==> src/rtl/core/cbta_pkg.sv <==
// Package for the calendar block time advance core.
// Field types, register indexes and calendar constants; no dependencies.
package cbta_pkg;

  typedef logic [11:0] year_t;
  typedef logic [3:0]  month_t;
  typedef logic [4:0]  day_t;
  typedef logic [4:0]  hour_t;
  typedef logic [5:0]  minute_t;
  typedef logic [15:0] blk_min_t;
  typedef logic [2:0]  cfg_idx_t;
  typedef logic [15:0] cfg_data_t;

  localparam cfg_idx_t REG_BLOCK_MINUTES = 3'd0;
  localparam cfg_idx_t REG_END_YEAR      = 3'd1;
  localparam cfg_idx_t REG_END_MONTH     = 3'd2;
  localparam cfg_idx_t REG_END_DAY       = 3'd3;
  localparam cfg_idx_t REG_END_HOUR      = 3'd4;
  localparam cfg_idx_t REG_END_MINUTE    = 3'd5;

  localparam blk_min_t RST_BLOCK_MINUTES = 16'd60;
  localparam year_t    RST_END_YEAR      = 12'd2020;
  localparam month_t   RST_END_MONTH     = 4'd12;
  localparam day_t     RST_END_DAY       = 5'd31;
  localparam hour_t    RST_END_HOUR      = 5'd23;
  localparam minute_t  RST_END_MINUTE    = 6'd59;

  localparam blk_min_t MIN_PER_DAY  = 16'd1440;
  localparam blk_min_t MIN_PER_HOUR = 16'd60;
  localparam hour_t    LAST_HOUR    = 5'd23;
  localparam month_t   LAST_MONTH   = 4'd12;

  localparam month_t MON_FEB = 4'd2;
  localparam month_t MON_APR = 4'd4;
  localparam month_t MON_JUN = 4'd6;
  localparam month_t MON_SEP = 4'd9;
  localparam month_t MON_NOV = 4'd11;

  function automatic day_t last_day(month_t month, logic [1:0] year_lo);
    day_t d;
    d = 5'd31;
    if (month == MON_FEB) begin
      d = (year_lo == 2'd0) ? 5'd29 : 5'd28;
    end else if (month == MON_APR || month == MON_JUN || month == MON_SEP ||
                 month == MON_NOV) begin
      d = 5'd30;
    end
    return d;
  endfunction

endpackage

==> src/rtl/core/cbta_in_if.sv <==
// Input channel of the calendar block time advance core.
// Valid/ready handshake carrying one timestamp; depends on cbta_pkg.
interface cbta_in_if;
  import cbta_pkg::*;
  logic    valid;
  logic    ready;
  year_t   in_year;
  month_t  in_month;
  day_t    in_day;
  hour_t   in_hour;
  minute_t in_minute;

  modport source (output valid, in_year, in_month, in_day, in_hour, in_minute,
                  input ready);
  modport sink   (input valid, in_year, in_month, in_day, in_hour, in_minute,
                  output ready);
endinterface

==> src/rtl/core/cbta_out_if.sv <==
// Result channel of the calendar block time advance core.
// Valid/ready handshake carrying the advanced timestamp; depends on cbta_pkg.
interface cbta_out_if;
  import cbta_pkg::*;
  logic    valid;
  logic    ready;
  year_t   out_year;
  month_t  out_month;
  day_t    out_day;
  hour_t   out_hour;
  minute_t out_minute;
  logic    not_after_end;

  modport source (output valid, out_year, out_month, out_day, out_hour, out_minute,
                  not_after_end, input ready);
  modport sink   (input valid, out_year, out_month, out_day, out_hour, out_minute,
                  not_after_end, output ready);
endinterface

==> src/rtl/core/calendar_block_time_advance.sv <==
// Calendar block time advance: one timestamp in, advanced timestamp out.
// Depends on cbta_pkg, cbta_in_if and cbta_out_if.
//
// A single subtract-and-compare unit first splits block_minutes into days,
// hours and minutes (one step per day and per hour), then the same calendar
// step logic adds the minute and hour parts with carries and one whole day
// per cycle. The input is not ready while a transaction is in work; a
// finished result sits in the output register, so the next transaction is
// accepted while it waits. The end flag compares the raw input fields
// against the end registers.
module calendar_block_time_advance (
  input  logic                clk,
  input  logic                rst_n,
  input  logic                cfg_we,
  input  cbta_pkg::cfg_idx_t  cfg_idx,
  input  cbta_pkg::cfg_data_t cfg_wdata,
  cbta_in_if.sink             in_chan,
  cbta_out_if.source          out_chan
);
  import cbta_pkg::*;

  localparam logic [2:0] S_IDLE   = 3'd0;
  localparam logic [2:0] S_DAYS   = 3'd1;
  localparam logic [2:0] S_HRS    = 3'd2;
  localparam logic [2:0] S_MIN    = 3'd3;
  localparam logic [2:0] S_HOUR   = 3'd4;
  localparam logic [2:0] S_DAYADD = 3'd5;
  localparam logic [2:0] S_DONE   = 3'd6;

  blk_min_t blk_min_r;
  year_t    end_year_r;
  month_t   end_month_r;
  day_t     end_day_r;
  hour_t    end_hour_r;
  minute_t  end_minute_r;

  logic [2:0] state_r, state_nxt;
  blk_min_t   rem_r, rem_nxt;
  logic [5:0] days_r, days_nxt;
  hour_t      hrs_r, hrs_nxt;
  year_t      year_r, year_nxt;
  month_t     month_r, month_nxt;
  day_t       day_r, day_nxt;
  hour_t      hour_r, hour_nxt;
  minute_t    minute_r, minute_nxt;
  logic       nae_r, nae_nxt;
  logic       out_valid_r, out_valid_nxt;
  logic       out_load;

  year_t      out_year_r;
  month_t     out_month_r;
  day_t       out_day_r;
  hour_t      out_hour_r;
  minute_t    out_minute_r;
  logic       out_nae_r;

  logic       accept;
  logic       sub_ge;
  blk_min_t   sub_k, sub_diff;
  year_t      nd_year;
  month_t     nd_month;
  day_t       nd_day;
  logic [6:0] min_sum;
  logic [5:0] hour_sum;

  assign accept       = in_chan.valid && in_chan.ready;
  assign in_chan.ready = (state_r == S_IDLE);

  always_ff @(posedge clk) begin
    if (!rst_n) begin
      blk_min_r    <= RST_BLOCK_MINUTES;
      end_year_r   <= RST_END_YEAR;
      end_month_r  <= RST_END_MONTH;
      end_day_r    <= RST_END_DAY;
      end_hour_r   <= RST_END_HOUR;
      end_minute_r <= RST_END_MINUTE;
    end else if (cfg_we) begin
      unique case (cfg_idx)
        REG_BLOCK_MINUTES: blk_min_r    <= cfg_wdata;
        REG_END_YEAR:      end_year_r   <= cfg_wdata[11:0];
        REG_END_MONTH:     end_month_r  <= cfg_wdata[3:0];
        REG_END_DAY:       end_day_r    <= cfg_wdata[4:0];
        REG_END_HOUR:      end_hour_r   <= cfg_wdata[4:0];
        REG_END_MINUTE:    end_minute_r <= cfg_wdata[5:0];
        default: ;
      endcase
    end
  end

  // shared subtract-and-compare unit
  assign sub_k    = (state_r == S_DAYS) ? MIN_PER_DAY : MIN_PER_HOUR;
  assign sub_ge   = (rem_r >= sub_k);
  assign sub_diff = rem_r - sub_k;

  // one calendar day step on the working timestamp
  always_comb begin
    nd_year  = year_r;
    nd_month = month_r;
    nd_day   = day_r + 5'd1;
    if (day_r >= last_day(month_r, year_r[1:0])) begin
      nd_day = 5'd1;
      if (month_r < LAST_MONTH) begin
        nd_month = month_r + 4'd1;
      end else begin
        nd_month = 4'd1;
        nd_year  = year_r + 12'd1;
      end
    end
  end

  assign min_sum  = {1'b0, minute_r} + {1'b0, rem_r[5:0]};
  assign hour_sum = {1'b0, hour_r} + {1'b0, hrs_r};
  assign out_load = (state_r == S_DONE) && (!out_valid_r || out_chan.ready);

  always_comb begin
    state_nxt  = state_r;
    rem_nxt    = rem_r;
    days_nxt   = days_r;
    hrs_nxt    = hrs_r;
    year_nxt   = year_r;
    month_nxt  = month_r;
    day_nxt    = day_r;
    hour_nxt   = hour_r;
    minute_nxt = minute_r;
    nae_nxt    = nae_r;
    unique case (state_r)
      S_IDLE: begin
        if (accept) begin
          year_nxt   = in_chan.in_year;
          month_nxt  = in_chan.in_month;
          day_nxt    = in_chan.in_day;
          hour_nxt   = in_chan.in_hour;
          minute_nxt = in_chan.in_minute;
          nae_nxt    = {end_year_r, end_month_r, end_day_r, end_hour_r, end_minute_r} >=
                       {in_chan.in_year, in_chan.in_month, in_chan.in_day,
                        in_chan.in_hour, in_chan.in_minute};
          rem_nxt    = blk_min_r;
          days_nxt   = '0;
          hrs_nxt    = '0;
          state_nxt  = S_DAYS;
        end
      end
      S_DAYS: begin
        if (sub_ge) begin
          rem_nxt  = sub_diff;
          days_nxt = days_r + 6'd1;
        end else begin
          state_nxt = S_HRS;
        end
      end
      S_HRS: begin
        if (sub_ge) begin
          rem_nxt = sub_diff;
          hrs_nxt = hrs_r + 5'd1;
        end else begin
          state_nxt = S_MIN;
        end
      end
      S_MIN: begin
        if (min_sum < 7'd60) begin
          minute_nxt = min_sum[5:0];
        end else begin
          minute_nxt = 6'(min_sum - 7'd60);
          if (hour_r < LAST_HOUR) begin
            hour_nxt = hour_r + 5'd1;
          end else begin
            hour_nxt  = '0;
            year_nxt  = nd_year;
            month_nxt = nd_month;
            day_nxt   = nd_day;
          end
        end
        state_nxt = S_HOUR;
      end
      S_HOUR: begin
        if (hour_sum < 6'd24) begin
          hour_nxt = hour_sum[4:0];
        end else begin
          hour_nxt  = 5'(hour_sum - 6'd24);
          year_nxt  = nd_year;
          month_nxt = nd_month;
          day_nxt   = nd_day;
        end
        state_nxt = S_DAYADD;
      end
      S_DAYADD: begin
        if (days_r == '0) begin
          state_nxt = S_DONE;
        end else begin
          year_nxt  = nd_year;
          month_nxt = nd_month;
          day_nxt   = nd_day;
          days_nxt  = days_r - 6'd1;
        end
      end
      S_DONE: begin
        if (out_load) begin
          state_nxt = S_IDLE;
        end
      end
      default: state_nxt = S_IDLE;
    endcase
  end

  always_comb begin
    out_valid_nxt = out_valid_r;
    if (out_load) begin
      out_valid_nxt = 1'b1;
    end else if (out_chan.ready) begin
      out_valid_nxt = 1'b0;
    end
  end

  always_ff @(posedge clk) begin
    if (!rst_n) begin
      state_r     <= S_IDLE;
      out_valid_r <= 1'b0;
    end else begin
      state_r     <= state_nxt;
      out_valid_r <= out_valid_nxt;
    end
  end

  always_ff @(posedge clk) begin
    rem_r    <= rem_nxt;
    days_r   <= days_nxt;
    hrs_r    <= hrs_nxt;
    year_r   <= year_nxt;
    month_r  <= month_nxt;
    day_r    <= day_nxt;
    hour_r   <= hour_nxt;
    minute_r <= minute_nxt;
    nae_r    <= nae_nxt;
    if (out_load) begin
      out_year_r   <= year_r;
      out_month_r  <= month_r;
      out_day_r    <= day_r;
      out_hour_r   <= hour_r;
      out_minute_r <= minute_r;
      out_nae_r    <= nae_r;
    end
  end

  assign out_chan.valid         = out_valid_r;
  assign out_chan.out_year      = out_year_r;
  assign out_chan.out_month     = out_month_r;
  assign out_chan.out_day       = out_day_r;
  assign out_chan.out_hour      = out_hour_r;
  assign out_chan.out_minute    = out_minute_r;
  assign out_chan.not_after_end = out_nae_r;

  a_accept_starts: assert property (@(posedge clk) disable iff (!rst_n)
    accept |=> state_r == S_DAYS)
    else $error("accepted transaction did not start the day split");

  a_hrs_range: assert property (@(posedge clk) disable iff (!rst_n)
    state_r == S_HRS |-> rem_r < MIN_PER_DAY)
    else $error("hour split entered with a full day left");

  a_min_range: assert property (@(posedge clk) disable iff (!rst_n)
    state_r == S_MIN |-> rem_r < MIN_PER_HOUR && hrs_r <= LAST_HOUR)
    else $error("minute step entered with bad remainder");

  a_days_bound: assert property (@(posedge clk) disable iff (!rst_n)
    state_r == S_DAYADD |-> days_r <= 6'd45)
    else $error("day count out of range");

  a_load_sets_valid: assert property (@(posedge clk) disable iff (!rst_n)
    out_load |=> out_valid_r && state_r == S_IDLE)
    else $error("result load did not raise valid");

endmodule

==> src/flat_wrapper.sv <==
// flat-port wrapper written by rule: the top's interface ports become plain ports
module calendar_block_time_advance_flat import cbta_pkg::*;
  (clk, rst_n, cfg_we, cfg_idx, cfg_wdata, in_chan_valid, in_chan_in_year, in_chan_in_month, in_chan_in_day, in_chan_in_hour, in_chan_in_minute, in_chan_ready, out_chan_valid, out_chan_out_year, out_chan_out_month, out_chan_out_day, out_chan_out_hour, out_chan_out_minute, out_chan_not_after_end, out_chan_ready);
  cbta_in_if in_chan_i ();
  cbta_out_if out_chan_i ();
  input  logic clk;
  input  logic rst_n;
  input  logic cfg_we;
  input  cbta_pkg::cfg_idx_t cfg_idx;
  input  cbta_pkg::cfg_data_t cfg_wdata;
  input wire logic [$bits(in_chan_i.valid)-1:0] in_chan_valid;
  input wire logic [$bits(in_chan_i.in_year)-1:0] in_chan_in_year;
  input wire logic [$bits(in_chan_i.in_month)-1:0] in_chan_in_month;
  input wire logic [$bits(in_chan_i.in_day)-1:0] in_chan_in_day;
  input wire logic [$bits(in_chan_i.in_hour)-1:0] in_chan_in_hour;
  input wire logic [$bits(in_chan_i.in_minute)-1:0] in_chan_in_minute;
  output wire logic [$bits(in_chan_i.ready)-1:0] in_chan_ready;
  output wire logic [$bits(out_chan_i.valid)-1:0] out_chan_valid;
  output wire logic [$bits(out_chan_i.out_year)-1:0] out_chan_out_year;
  output wire logic [$bits(out_chan_i.out_month)-1:0] out_chan_out_month;
  output wire logic [$bits(out_chan_i.out_day)-1:0] out_chan_out_day;
  output wire logic [$bits(out_chan_i.out_hour)-1:0] out_chan_out_hour;
  output wire logic [$bits(out_chan_i.out_minute)-1:0] out_chan_out_minute;
  output wire logic [$bits(out_chan_i.not_after_end)-1:0] out_chan_not_after_end;
  input wire logic [$bits(out_chan_i.ready)-1:0] out_chan_ready;
  assign in_chan_i.valid = in_chan_valid;
  assign in_chan_i.in_year = in_chan_in_year;
  assign in_chan_i.in_month = in_chan_in_month;
  assign in_chan_i.in_day = in_chan_in_day;
  assign in_chan_i.in_hour = in_chan_in_hour;
  assign in_chan_i.in_minute = in_chan_in_minute;
  assign in_chan_ready = in_chan_i.ready;
  assign out_chan_valid = out_chan_i.valid;
  assign out_chan_out_year = out_chan_i.out_year;
  assign out_chan_out_month = out_chan_i.out_month;
  assign out_chan_out_day = out_chan_i.out_day;
  assign out_chan_out_hour = out_chan_i.out_hour;
  assign out_chan_out_minute = out_chan_i.out_minute;
  assign out_chan_not_after_end = out_chan_i.not_after_end;
  assign out_chan_i.ready = out_chan_ready;
  calendar_block_time_advance u_core (.clk(clk), .rst_n(rst_n), .cfg_we(cfg_we), .cfg_idx(cfg_idx), .cfg_wdata(cfg_wdata), .in_chan(in_chan_i), .out_chan(out_chan_i));
endmodule
==> config.mk <==
export PLATFORM = sky130hd
export DESIGN_NAME = calendar_block_time_advance_flat
export DESIGN_NICKNAME = d
export VERILOG_FILES = /design/src/rtl/core/cbta_pkg.sv /design/src/rtl/core/cbta_in_if.sv /design/src/rtl/core/cbta_out_if.sv /design/src/rtl/core/calendar_block_time_advance.sv /design/src/flat_wrapper.sv
export SDC_FILE = /design/constraint.sdc
export NUM_CORES = 1
export LEC_CHECK = 0
export BUFFER_PORTS_ARGS = -buffer_cell sky130_fd_sc_hd__buf_2
export CORE_MARGIN = 2
export CORE_UTILIZATION = 36
export DETAILED_ROUTE_END_ITERATION = 6
export SLEW_MARGIN = 30
export SYNTH_ARGS = -nofsm -noshare
export SYNTH_HDL_FRONTEND = slang
export SYNTH_SLANG_ARGS = --single-unit
export TNS_END_PERCENT = 20
==> constraint.sdc <==
create_clock -name clk -period 4 [get_ports clk]
set_clock_uncertainty 0.2 [all_clocks]
set_input_delay 0.8 -clock clk [delete_from_list [all_inputs] [get_ports clk]]
set_output_delay 0.8 -clock clk [all_outputs]
set_load 0.01 [all_outputs]
Word level (Yosys, flattened, before mapping)
Index checks and enable logic that the tools add are counted.
Widths: inputs -> output; s select.
{"block": "totals", "out_inout_bits": 35, "inputBits": 56, "ff_bits": 145, "elab_cells": 156}
{"block": "op_classes", "mux": 53, "eq_ne": 28, "order_cmp": 7, "reduce_logical": 33, "add_sub_neg": 12}
{"op": "$mux 12", "n": 7}
{"op": "$mux 5", "n": 13}
{"op": "$pmux 12 s4", "n": 1}
{"op": "$ge 32x32->1", "n": 1}
{"op": "$mux 16", "n": 2}
{"op": "$pmux 16 s2", "n": 1}
{"op": "$mux 6", "n": 5}
{"op": "$mux 4", "n": 7}
{"op": "$pmux 3 s7", "n": 1}
{"op": "$pmux 5 s4", "n": 1}
{"op": "$pmux 6 s3", "n": 1}
{"op": "$ge 16x16->1", "n": 1}
{"op": "$pmux 4 s4", "n": 1}
{"op": "$reduce_and 2->1", "n": 8}
{"op": "$sub 16x16->16", "n": 1}
{"op": "$add 5x1->5 const B", "n": 3}
{"op": "$eq 3x3->1 const B", "n": 5}
{"op": "$mux 3", "n": 5}
{"op": "$pmux 5 s3", "n": 1}
{"op": "$ne 2x2->1 const B", "n": 7}
{"op": "$add 12x1->12 const B", "n": 1}
{"op": "$eq 3x2->1 const B", "n": 4}
{"op": "$pmux 6 s2", "n": 1}
{"op": "$mux 11", "n": 1}
{"op": "other kinds (33)", "n": 54}

Depth between registers and ports, before layout
{"block": "depth", "word_depth": 11, "depth_mapped": 11, "ltp_nobuf": 11}

Worst setup path after synthesis
Ideal clock, no wire load.
{"block": "synth_timing", "path_type": "register -> register", "startpoint": "register u_core.state_r[0]", "endpoint": "register u_core.rem_r[10] (enable)", "period_less_slack_ps": 3931, "stages_incl_launch_ff": 11, "t_required_ps": 3396, "slack_ps": 69, "arrival_time_ps": 3327, "n_path_buf": 1, "setup_time_ps": 404, "cell_sequence": "dfxtp_1 > buf_2 > nor2b_1 > nand2_1 > ha_1 > fa_1 > inv_1 > o21ai_0 > a2111o_1 > and2_1 > o21ai_0"}
{"block": "synth_between", "elab_chain_cells": 5, "elab_cells_between_ends": 11, "cone_classes": "order compare (1); eq/ne (4); mux (1); reduce/logical (5)"}
{"item": "start: declaration", "line_no": "calendar_block_time_advance.sv:37", "text": "logic [2:0] state_r, state_nxt;"}
{"item": "start signal: assignment", "line_no": "calendar_block_time_advance.sv:219", "text": "state_r <= state_nxt;"}
{"item": "$eq 3x1->1", "line_no": "calendar_block_time_advance.sv:91, calendar_block_time_advance.sv:126"}
{"item": "$mux 11", "line_no": "calendar_block_time_advance.sv:91", "text": "assign sub_k = (state_r == S_DAYS) ? MIN_PER_DAY : MIN_PER_HOUR;"}
{"item": "$ge 16x16->1", "line_no": "calendar_block_time_advance.sv:92", "text": "assign sub_ge = (rem_r >= sub_k);"}
{"item": "$ne 2x1->1 (no source line)"}
{"item": "$reduce_and 3->1 (no source line) *"}
{"item": "end signal: assignment", "line_no": "calendar_block_time_advance.sv:225", "text": "rem_r <= rem_nxt;"}
{"item": "end: declaration", "line_no": "calendar_block_time_advance.sv:38", "text": "blk_min_t rem_r, rem_nxt;"}
Mark *: on every way between the ends. The rest lies on a longest branch, timed or not.
A chain may end at the register's enable or synchronous reset.

Worst setup path in the final report
{"block": "layout_timing", "startpoint": "register u_core.state_r[2]", "endpoint": "register u_core.days_r[0] (enable)"}
{"block": "layout_between", "elab_chain_cells": 5, "elab_cells_between_ends": 11, "cone_classes": "order compare (1); eq/ne (5); mux (1); reduce/logical (4)"}
{"item": "$eq 3x1->1", "line_no": "calendar_block_time_advance.sv:91, calendar_block_time_advance.sv:126"}
{"item": "$mux 11", "line_no": "calendar_block_time_advance.sv:91"}
{"item": "$ge 16x16->1", "line_no": "calendar_block_time_advance.sv:92"}
{"item": "$ne 2x1->1 (no source line)"}
{"item": "$reduce_and 4->1 (no source line) *"}
{"item": "end signal: assignment", "line_no": "calendar_block_time_advance.sv:226", "text": "days_r <= days_nxt;"}
{"item": "end: declaration", "line_no": "calendar_block_time_advance.sv:39", "text": "logic [5:0] days_r, days_nxt;"}
Marks and branches as above.

==> metrics.txt <==
outcome complete, no violations; Area contributors post-synth edfxtp_1 (35%), dfxtp_1 (13%), ha_1 (10%); clock sinks 145; Die Y 152.5 um; total track usage 0.1612; CTS tree done; Die X 152.5 um; Setup crit start u_core.state_r[2]; post-synthesis mux area share 0.02663; startpoint types flip-flop; Synth area leader edfxtp_1; Place WS between 0.5 and 0.6 ns; final hold viol count 0; Post-Synth Simple-Gate Area 0.1583; Setup TNS 0 ns; Synth Register Bits between 100 and 150; final worst setup slack approximately 0.52 ns; CP Data Required Time 3.94 ns; number of enable flip-flop cells after synthesis 93; clk slew on worst S/H paths 0.07 ns; global placement routability congestion 0.8845; layout cells sized above 1 0.1619; Top Family by Delay on Critical Path compound AO/OA/AOI/OAI gates; first-pass GRT wire length 29.64 mm; GR Overflow Total 0; # DRC 0; Syn Inst Count 803; Critical Path Stages 10; worst slew pin tran 0.9189 ns; WP data arrival 3.42 ns; Syn Area/Cell 9.890 um^2; # resized after CTS 0; core area between 20,000 and 25,000 um^2; WL/cell between 15 and 20 um; CP max-delay cell dfxtp_1; Leak approximately 0.0039 uW; r2r startpoint u_core.state_r[2]; Buf/Inv on CP 3; io pins 91; VDD IR-drop max ~0.25 mV; largest net degree at the start of global routing 53; drt first-iter violations between 400 and 500; Inserted Diodes 0; CP Capture Point u_core.days_r[0]; Reg-to-Reg End u_core.days_r[0]; Tcrit/Tclk final 0.8699; Compound-Gate Fraction of Synth Area 0.1366; CP max FO 13; min Tclk post-route 3.480 ns; Worst R2R Path Depth 10; clock root buffer clkbuf_16; crit-path cells inv_1, nand2_1, inv_1, ha_1, nor4bb_1, o21ai_0, a2111o_1, a31o_1, o21ai_0, buf_4; sequential element share of the synthesized area 0.4827; FFs w/ async S/R, synth 0; starting density of the core 0.3650; vias per inst 5.036; setup violators final 0; fmax 287.4 MHz; area grow syn2layout 17.44%; DIE AREA 23,260 um^2; Commonest cells post-synth nand2_1 (123), edfxtp_1 (93), ha_1 (65), inv_1 (65), o21ai_0 (54); # port buffers 90; Hold Path Class reg -> reg; Post-Syn Area a little under 8000 um^2; Critical Path Sink Type flip-flop; Largest stage delay, worst path 0.60 ns; Post-Synth Adder-Cell Area 0.1125; H-tree depth 4; Power Density approximately 460 nW/um^2; initial antenna violation count 0; critical path type reg -> reg; RSZ-0062 raised after global routing no; XOR/XNOR Fraction of Synth Area 0.04081; TritonRoute pass-1 iters 5; # rows 54; DP HPWL 13.85 mm; Slew headroom 0.3855; CTS Hold Bufs 0; R2R Setup Slk ~0.52 ns; Distinct cells, synth 58; Synth Net Count slightly above 900; nets a little over 1,000; ys flop type edfxtp_1; setup bufs post-CTS 0; Num CTS Buffers 17; clk buf depth 2; max_cap viols 0; Routed WL around 18 mm; Ys Warns 0; final antenna-violating net count 0; top-count cell post-synth nand2_1; final max-slew violation count 0; via count 6,013; share of the synthesized area in the top cell type 0.3517; number of global-route vias before repair approximately 5,800; Clock Latency Late Sink 0.42 ns; main combinational cell family by area after synthesis simple AND/OR/NAND/NOR gates
-- worst register-to-register path, stage by stage (launching register included) --
cell	delay (ns)
dfxtp_1	0.60
inv_1	0.28
nand2_1	0.28
inv_1	0.10
ha_1	0.30
nor4bb_1	0.28
o21ai_0	0.13
a2111o_1	0.43
a31o_1	0.27
o21ai_0	0.16
buf_4	0.18
-- where the power goes --
group | internal [uW] | switching (uW)
registers | 1750 | 105
logic | 389 | 515
clock network | 901 | 651
total | 3040 | 1270
-- routing by layer --
metal	part of all wire	track usage	wire (um)
met1	0.47	0.2098	8654
met2	0.47	0.2686	8600
met3	0.036	0.02901	657
met4	0.021	0.06129	384
met5	0	0	0
-- cells by family (layout without fill, tap and decap cells) --
family          after synthesis  in the layout
compound gates              172            172
xor+xnor                     37             37
fa+ha+maj                    69             69
buf+inv                      88            199
flops                       145            145
mux                          21             21
simple gates                271            271
-- stage by stage --
step / cells / utilization / power (uW) / hold WS [ns] / instance area [um^2]
floorplan: 803 / - / 2539 / 0.2003 / 7941
global placement: 1162 / 0.4023 / 2778 / 0.2233 / 8752
detailed placement: 1162 / 0.4023 / 2786 / 0.2220 / 8752
CTS: 1194 / 0.4287 / 4345 / 0.2421 / 9326
global route: 1194 / 0.4287 / 4552 / 0.2719 / 9326
finish: 1194 / 0.4287 / 4309 / 0.2373 / 9326
-- final cells by class --
class	count	area, um^2
clock buffer	19	454.2
clock inverter	13	120.1
fill	2170	12430
inverter	65	244.0
multi-input combinational	570	3784
sequential	145	3834
tap	280	350.3
timing repair buffer	102	540.5
-- how the worst min path moves through the flow --
stage	startpoint	endpoint	slack (ns)	cells after the start
5_1_grt	u_core.nae_r	u_core.out_chan.not_after_end	0.27	0
6_report	u_core.nae_r	u_core.out_chan.not_after_end	0.24	0
3_5_place_dp	u_core.nae_r	u_core.out_chan.not_after_end	0.22	0
2_1_floorplan	u_core.nae_r	u_core.out_chan.not_after_end	0.20	0
3_3_place_gp	u_core.nae_r	u_core.out_chan.not_after_end	0.22	0
4_1_cts	u_core.nae_r	u_core.out_chan.not_after_end	0.24	0
-- cells in the final DEF (no fill, tap or decap), types with 4 or more instances in the layout --
cell type,synthesis,layout
nand2_1,123,123
edfxtp_1,93,93
buf_2,5,90
inv_1,65,65
ha_1,65,65
o21ai_0,54,52
dfxtp_1,52,52
a21oi_1,39,39
nor2_1,39,38
nand3_1,29,29
mux2i_1,20,20
xor2_1,19,19
xnor2_1,18,18
a21boi_0,18,18
clkbuf_16,0,18
a21o_1,16,16
nor3_1,14,13
nor2b_1,12,12
buf_4,0,12
nand2b_1,9,9
or3_1,7,7
nand4_1,7,7
or2_2,6,6
and2_1,6,6
and3_1,6,6
o211ai_1,6,6
inv_6,0,6
o21a_1,4,4
a31oi_1,4,4
a211oi_1,4,4
fa_1,4,4
-- sequential cells by signal (all words and copies together) (netlist names), 4 cells and up --
name	flops
u_core.days_r	6
u_core.end_day_r	5
u_core.month_r	4
u_core.minute_r	6
u_core.hour_r	5
u_core.rem_r	16
u_core.out_chan.out_year	12
u_core.year_r	12
u_core.out_chan.out_month	4
u_core.end_year_r	12
u_core.out_chan.out_day	5
u_core.out_chan.out_hour	5
u_core.end_minute_r	6
u_core.out_chan.out_minute	6
u_core.day_r	5
u_core.end_hour_r	5
u_core.hrs_r	5
u_core.blk_min_r	16
u_core.end_month_r	4
Note: power is estimated with default switching activity, not from simulation.
